File: src/pip_pkg.sv
// Shared types and constants of the point-in-polygon test block.
// Used by pip_cfg, pip_edge and the top level; depends on nothing else.
`default_nettype none

package pip_pkg;

  localparam int MAX_VERTICES_DEF = 64;
  localparam int COORD_WIDTH_DEF  = 16;
  localparam int FIELD_W          = 16;
  localparam int SLOT_W           = 6;
  localparam int COUNT_W          = 7;
  localparam int DATA_W           = 32;
  localparam int REG_ADDR_W       = 5;

  typedef enum logic {
    CMD_WRITE = 1'b0,
    CMD_QUERY = 1'b1
  } cmd_t;

  typedef enum logic [2:0] {
    REG_BOX_X_LOW    = 3'd0,
    REG_BOX_X_HIGH   = 3'd1,
    REG_BOX_Y_LOW    = 3'd2,
    REG_BOX_Y_HIGH   = 3'd3,
    REG_VERTEX_COUNT = 3'd4
  } reg_idx_t;

  typedef struct packed {
    logic signed [FIELD_W-1:0] box_x_low;
    logic signed [FIELD_W-1:0] box_x_high;
    logic signed [FIELD_W-1:0] box_y_low;
    logic signed [FIELD_W-1:0] box_y_high;
    logic [COUNT_W-1:0]        vertex_count;
  } cfg_t;

  typedef struct packed {
    logic valid;
    logic last;
  } edge_ctl_t;

  typedef struct packed {
    logic done;
    logic parity;
  } res_t;

endpackage

`default_nettype wire

File: src/pip_edge.sv
// Three-stage edge crossing pipeline with the even-odd parity accumulator.
// Depends on pip_pkg for the edge control and result bundles.
`default_nettype none

module pip_edge #(
  parameter int COORD_WIDTH = 16
) (
  input  logic                          clk,
  input  logic                          rst_n,
  input  logic                          clear,
  input  pip_pkg::edge_ctl_t            edge_ctl,
  input  logic signed [COORD_WIDTH-1:0] xa,
  input  logic signed [COORD_WIDTH-1:0] ya,
  input  logic signed [COORD_WIDTH-1:0] xb,
  input  logic signed [COORD_WIDTH-1:0] yb,
  input  logic signed [COORD_WIDTH-1:0] px,
  input  logic signed [COORD_WIDTH-1:0] py,
  output pip_pkg::res_t                 res
);
  import pip_pkg::*;

  localparam int DW = COORD_WIDTH + 1;
  localparam int PW = 2 * DW;

  edge_ctl_t            s1_ctl_r;
  logic                 s1_straddle_r;
  logic signed [DW-1:0] s1_dy_r;
  logic signed [DW-1:0] s1_dpx_r;
  logic signed [DW-1:0] s1_dxb_r;
  logic signed [DW-1:0] s1_dpy_r;

  edge_ctl_t            s2_ctl_r;
  logic                 s2_straddle_r;
  logic                 s2_pos_r;
  logic signed [PW-1:0] s2_lhs_r;
  logic signed [PW-1:0] s2_rhs_r;

  logic                 parity_r;
  logic                 done_r;
  logic                 crossed;

  always_ff @(posedge clk) begin
    if (!rst_n) begin
      s1_ctl_r <= '0;
      s2_ctl_r <= '0;
    end else begin
      s1_ctl_r <= edge_ctl;
      s2_ctl_r <= s1_ctl_r;
    end
  end

  always_ff @(posedge clk) begin
    s1_straddle_r <= (ya > py) != (yb > py);
    s1_dy_r       <= DW'(yb) - DW'(ya);
    s1_dpx_r      <= DW'(px) - DW'(xa);
    s1_dxb_r      <= DW'(xb) - DW'(xa);
    s1_dpy_r      <= DW'(py) - DW'(ya);
    s2_straddle_r <= s1_straddle_r;
    s2_pos_r      <= !s1_dy_r[DW-1];
    s2_lhs_r      <= PW'(s1_dpx_r) * PW'(s1_dy_r);
    s2_rhs_r      <= PW'(s1_dxb_r) * PW'(s1_dpy_r);
  end

  assign crossed = s2_straddle_r && (s2_pos_r ? (s2_lhs_r < s2_rhs_r) : (s2_lhs_r > s2_rhs_r));

  always_ff @(posedge clk) begin
    if (!rst_n) begin
      parity_r <= 1'b0;
      done_r   <= 1'b0;
    end else begin
      done_r <= s2_ctl_r.valid && s2_ctl_r.last;
      if (clear) begin
        parity_r <= 1'b0;
      end else if (s2_ctl_r.valid && crossed) begin
        parity_r <= !parity_r;
      end
    end
  end

  assign res.done   = done_r;
  assign res.parity = parity_r;

endmodule

`default_nettype wire

File: config.mk
export PLATFORM = sky130hd
export DESIGN_NAME = pip_edge
export DESIGN_NICKNAME = d
export VERILOG_FILES = /design/src/pip_pkg.sv /design/src/pip_edge.sv
export SDC_FILE = /design/constraint.sdc
export NUM_CORES = 2
export LEC_CHECK = 0
export ABC_CLOCK_PERIOD_IN_PS = 8200
export BUFFER_PORTS_ARGS = -buffer_cell sky130_fd_sc_hd__buf_2
export CORE_MARGIN = 3
export CORE_UTILIZATION = 40
export CTS_CLUSTER_SIZE = 25
export DETAILED_ROUTE_END_ITERATION = 6
export GPL_TIMING_DRIVEN = 0
export PLACE_DENSITY = 0.61
export REMOVE_ABC_BUFFERS = 1
export SYNTH_ARGS = -nofsm -noshare
export SYNTH_HDL_FRONTEND = slang
export SYNTH_SLANG_ARGS = --single-unit
File: constraint.sdc
create_clock -name clk -period 8.2 [get_ports clk]
set_input_delay 1.64 -clock clk [delete_from_list [all_inputs] [get_ports clk]]
set_output_delay 1.64 -clock clk [all_outputs]
set_load 0.02 [all_outputs]
==> load_flow_metrics.sql <==
INSERT INTO impl_metrics (metric_group, metric, value, unit) VALUES
('timing', 'final-hold-violation-count', '0', ''),
('drt', 'remaining_routing_drc_violations', '0', ''),
('drt', 'drt-total-wl', '66.5', 'mm'),
('drt', 'antenna_left', '0', ''),
('floorplan', 'area_of_the_core_region', '70600', 'um2'),
('global_route', 'grt_pass1_vias', '21721', ''),
('floorplan', 'dieArea', '75100', 'um2'),
('critical_path', 'critPathRequiredTime', '8.55', 'ns'),
('global_route', 'gr-usage-met2', '0.316', ''),
('synth', 'asyncSetResetFlopFracSynth', '0', ''),
('cells_and_area', 'flow.area_growth_from_synthesis', '6.89', '%'),
('place', 'port_buffers', '102', ''),
('synth', 'synth_cell_types', '62', ''),
('flow_run', 'drv.max_cap_violation_count', '0', ''),
('place', 'post-dp-hpwl', '55.2', 'mm'),
('global_route', 'grt_start_max_net_pins', '18', ''),
('synth', 'synth_seq_area_share', '0.101', ''),
('timing', 'min_period_over_period', '0.885', ''),
('synth', 'ys_dominant_reg_cell', 'sky130_fd_sc_hd__dfxtp_1', ''),
('cells_and_area', 'layout.nets', '4128', ''),
('clocking', 'cts-resized-gates', '0', ''),
('clocking', 'numClockSinks', '145', ''),
('synth', 'ys.warnings.count', '0', ''),
('critical_path', 'path_cells', 'nand2_1 > inv_1 > fa_1 > fa_1 > fa_1 > fa_1 > fa_1 > inv_1 > fa_1 > inv_1 > ha_1 > a21oi_1 > o21ai_0 > a221oi_1 > o211ai_1 > a21oi_1 > a21oi_1 > a211o_1 > a21oi_1 > xnor2_1', ''),
('timing', 'max_freq', '138', 'MHz'),
('min_path', 'worstHoldPathType', 'flop to flop', ''),
('global_route', 'gr-usage-all-layers', '0.188', ''),
('synth', 'synth.ff_latch_count', '145', ''),
('synth', 'synth_cells', '3104', ''),
('synth', 'leading_post_synthesis_cells_by_cell_area', 'sky130_fd_sc_hd__fa_1, sky130_fd_sc_hd__ha_1, sky130_fd_sc_hd__dfxtp_1, sky130_fd_sc_hd__inv_1, sky130_fd_sc_hd__and2_1', ''),
('timing', 'finalSetupViolCount', '0', ''),
('timing', 'worst_slack', '0.939', 'ns'),
('global_route', 'globalRouteMet1Util', '0.260', ''),
('synth', 'netlist.area_leader.share', '0.415', ''),
('cells_and_area', 'layout-drive-gt1-share', '0.0472', ''),
('critical_path', 'crit_arrival', '7.61', 'ns'),
('place', 'dpl_worst_slack', '0.957', 'ns'),
('drt', 'drt-initial-drc-count', '872', ''),
('critical_path', 'cp_max_fo', '17', ''),
('drt', 'routed_via_density', '4.94', ''),
('critical_path', 'crit_slowest_cell', 'sky130_fd_sc_hd__fa_1', ''),
('synth', 'netlist_area', '28700', 'um2'),
('global_route', 'gr-total-overflow', '0', ''),
('cells_and_area', 'fillers', '7034', ''),
('floorplan', 'floorplan.die.width', '274', 'um'),
('global_route', 'grt_pass1_wl', '112', 'mm'),
('global_route', 'antenna_found_initial', '5', ''),
('synth', 'synth_enable_flop_cells', '0', ''),
('clocking', 'tritoncts', 'built', ''),
('critical_path', 'crit_top_cell', 'sky130_fd_sc_hd__fa_1', ''),
('synth', 'synth_most_common_cell', 'sky130_fd_sc_hd__inv_1', ''),
('timing', 'slew_hr', '0.0496', ''),
('drt', 'routedWlPerCell', '16.2', 'um'),
('timing', 'totalNegativeSetupSlack', '0', 'ns'),
('timing', 'clock_skew', '0.0154', 'ns'),
('synth', 'synthesis.area_per_instance', '9.26', 'um2'),
('drt', 'firstDrtPassIters', '5', ''),
('critical_path', 'setup.worst_path.end_class', 'flop', ''),
('drt', 'route.vias.total', '20251', ''),
('clocking', 'cts_buffers', '17', ''),
('floorplan', 'ios', '103', ''),
('timing', 'layout_min_cycle_time', '7.26', 'ns'),
('run_status', 'status', 'complete, no violations', ''),
('global_route', 'grt_most_used_layer', 'met2', ''),
('synth', 'largest_area_contributor_in_the_synthesized_netlist', 'sky130_fd_sc_hd__fa_1', ''),
('clocking', 'cts.path.max_buffers', '2', ''),
('critical_path', 'cpPeakStageDelay', '0.95', 'ns'),
('clocking', 'clk_pin_slew_worst_paths', '0.07', 'ns'),
('global_route', 'global_route_met3_usage', '0.0338', ''),
('floorplan', 'row_count', '97', ''),
('floorplan', 'dieHeight', '274', 'um');
[layout by cell type (no fill, tap or decap), drive strengths merged, types with 18 or more instances in the layout]
| master | instances |
|---|---|
| nand3 | 24 |
| fa | 596 |
| nand2 | 312 |
| o21ai | 62 |
| and2 | 302 |
| nor2b | 23 |
| dfxtp | 145 |
| a21o | 21 |
| a21oi | 86 |
| xnor2 | 93 |
| ha | 285 |
| inv | 720 |
| nor3 | 26 |
| buf | 102 |
| o21a | 29 |
| nor2 | 105 |
| nand2b | 18 |
| xor2 | 19 |
[cell families (layout without fill, tap and decap cells)]
| logic type | count (synthesis) | in the layout | share of synthesized area |
|---|---|---|---|
| simple gates | 882 | 882 | 0.155 |
| fa+ha+maj | 881 | 881 | 0.539 |
| xor+xnor | 112 | 112 | 0.0341 |
| buf+inv | 788 | 843 | 0.103 |
| other cells | 0 | 3 | 0 |
| compound gates | 292 | 292 | 0.0660 |
| mux | 4 | 4 | 0.00144 |
| flops | 145 | 145 | 0.101 |
[worst register-to-register path, delay by kind of cell (launching register included)]
| family | cells | cell delay [ns] |
|---|---|---|
| adder cells (fa/ha/maj) | 7 | 3.88 |
| AO/OA/AOI/OAI | 8 | 1.73 |
| XOR/XNOR | 1 | 0.14 |
| buffers and inverters | 3 | 0.28 |
| flip-flops | 1 | 0.94 |
| AND/OR/NAND/NOR | 1 | 0.23 |
[sequential cells by signal, indices dropped and copies added, names as in the netlist]
signal and count:
done_r 1, parity_r 1, s1_ctl_r 2, s1_dpx_r 17, s1_dpy_r 17, s1_dxb_r 17
s1_dy_r 17, s1_straddle_r 1, s2_ctl_r 2, s2_lhs_r 34, s2_pos_r 1, s2_rhs_r 34
s2_straddle_r 1
[cell type report]
class,instances,area (um2),area share
sequential,145,2900,0.0945
tap,940,1180,0.0383
timing repair buffer,102,510,0.0166
antenna,3,7.51,0.000244
clock buffer,17,425,0.0138
clock inverter,15,160,0.00521
inverter,709,2660,0.0866
multi-input combinational,2171,22900,0.745
[per-layer routing]
layer | part of all wire | wire [um]
met1 | 0.45 | 30200
met2 | 0.48 | 31700
met3 | 0.056 | 3750
met4 | 0.012 | 825
met5 | 0 | 0
[through the flow]
stage / utilization / hold slack, ns / cell area (um2) / instances
floorplan: - / 0.310 / 28400 / 3025
global placement: 0.427 / 0.313 / 30100 / 4067
detailed placement: 0.427 / 0.315 / 30100 / 4067
CTS: 0.435 / 0.331 / 30700 / 4099
global route: 0.435 / 0.340 / 30700 / 4101
finish: 0.435 / 0.329 / 30700 / 4102
[worst paths after layout]
path | start | endpoint | slack [ns] | depth (start not counted)
max reg2reg | s1_dy_r[2] | s2_lhs_r[33] | 0.94 | 20
min reg2reg | s1_straddle_r | s2_straddle_r | 0.33 | 0
max | s1_dy_r[2] | s2_lhs_r[33] | 0.94 | 20
min | s1_straddle_r | s2_straddle_r | 0.33 | 0
Power is left out: the tool's default activity adds up to more than one toggle a clock period on the data nets, which glitch-free logic cannot reach.
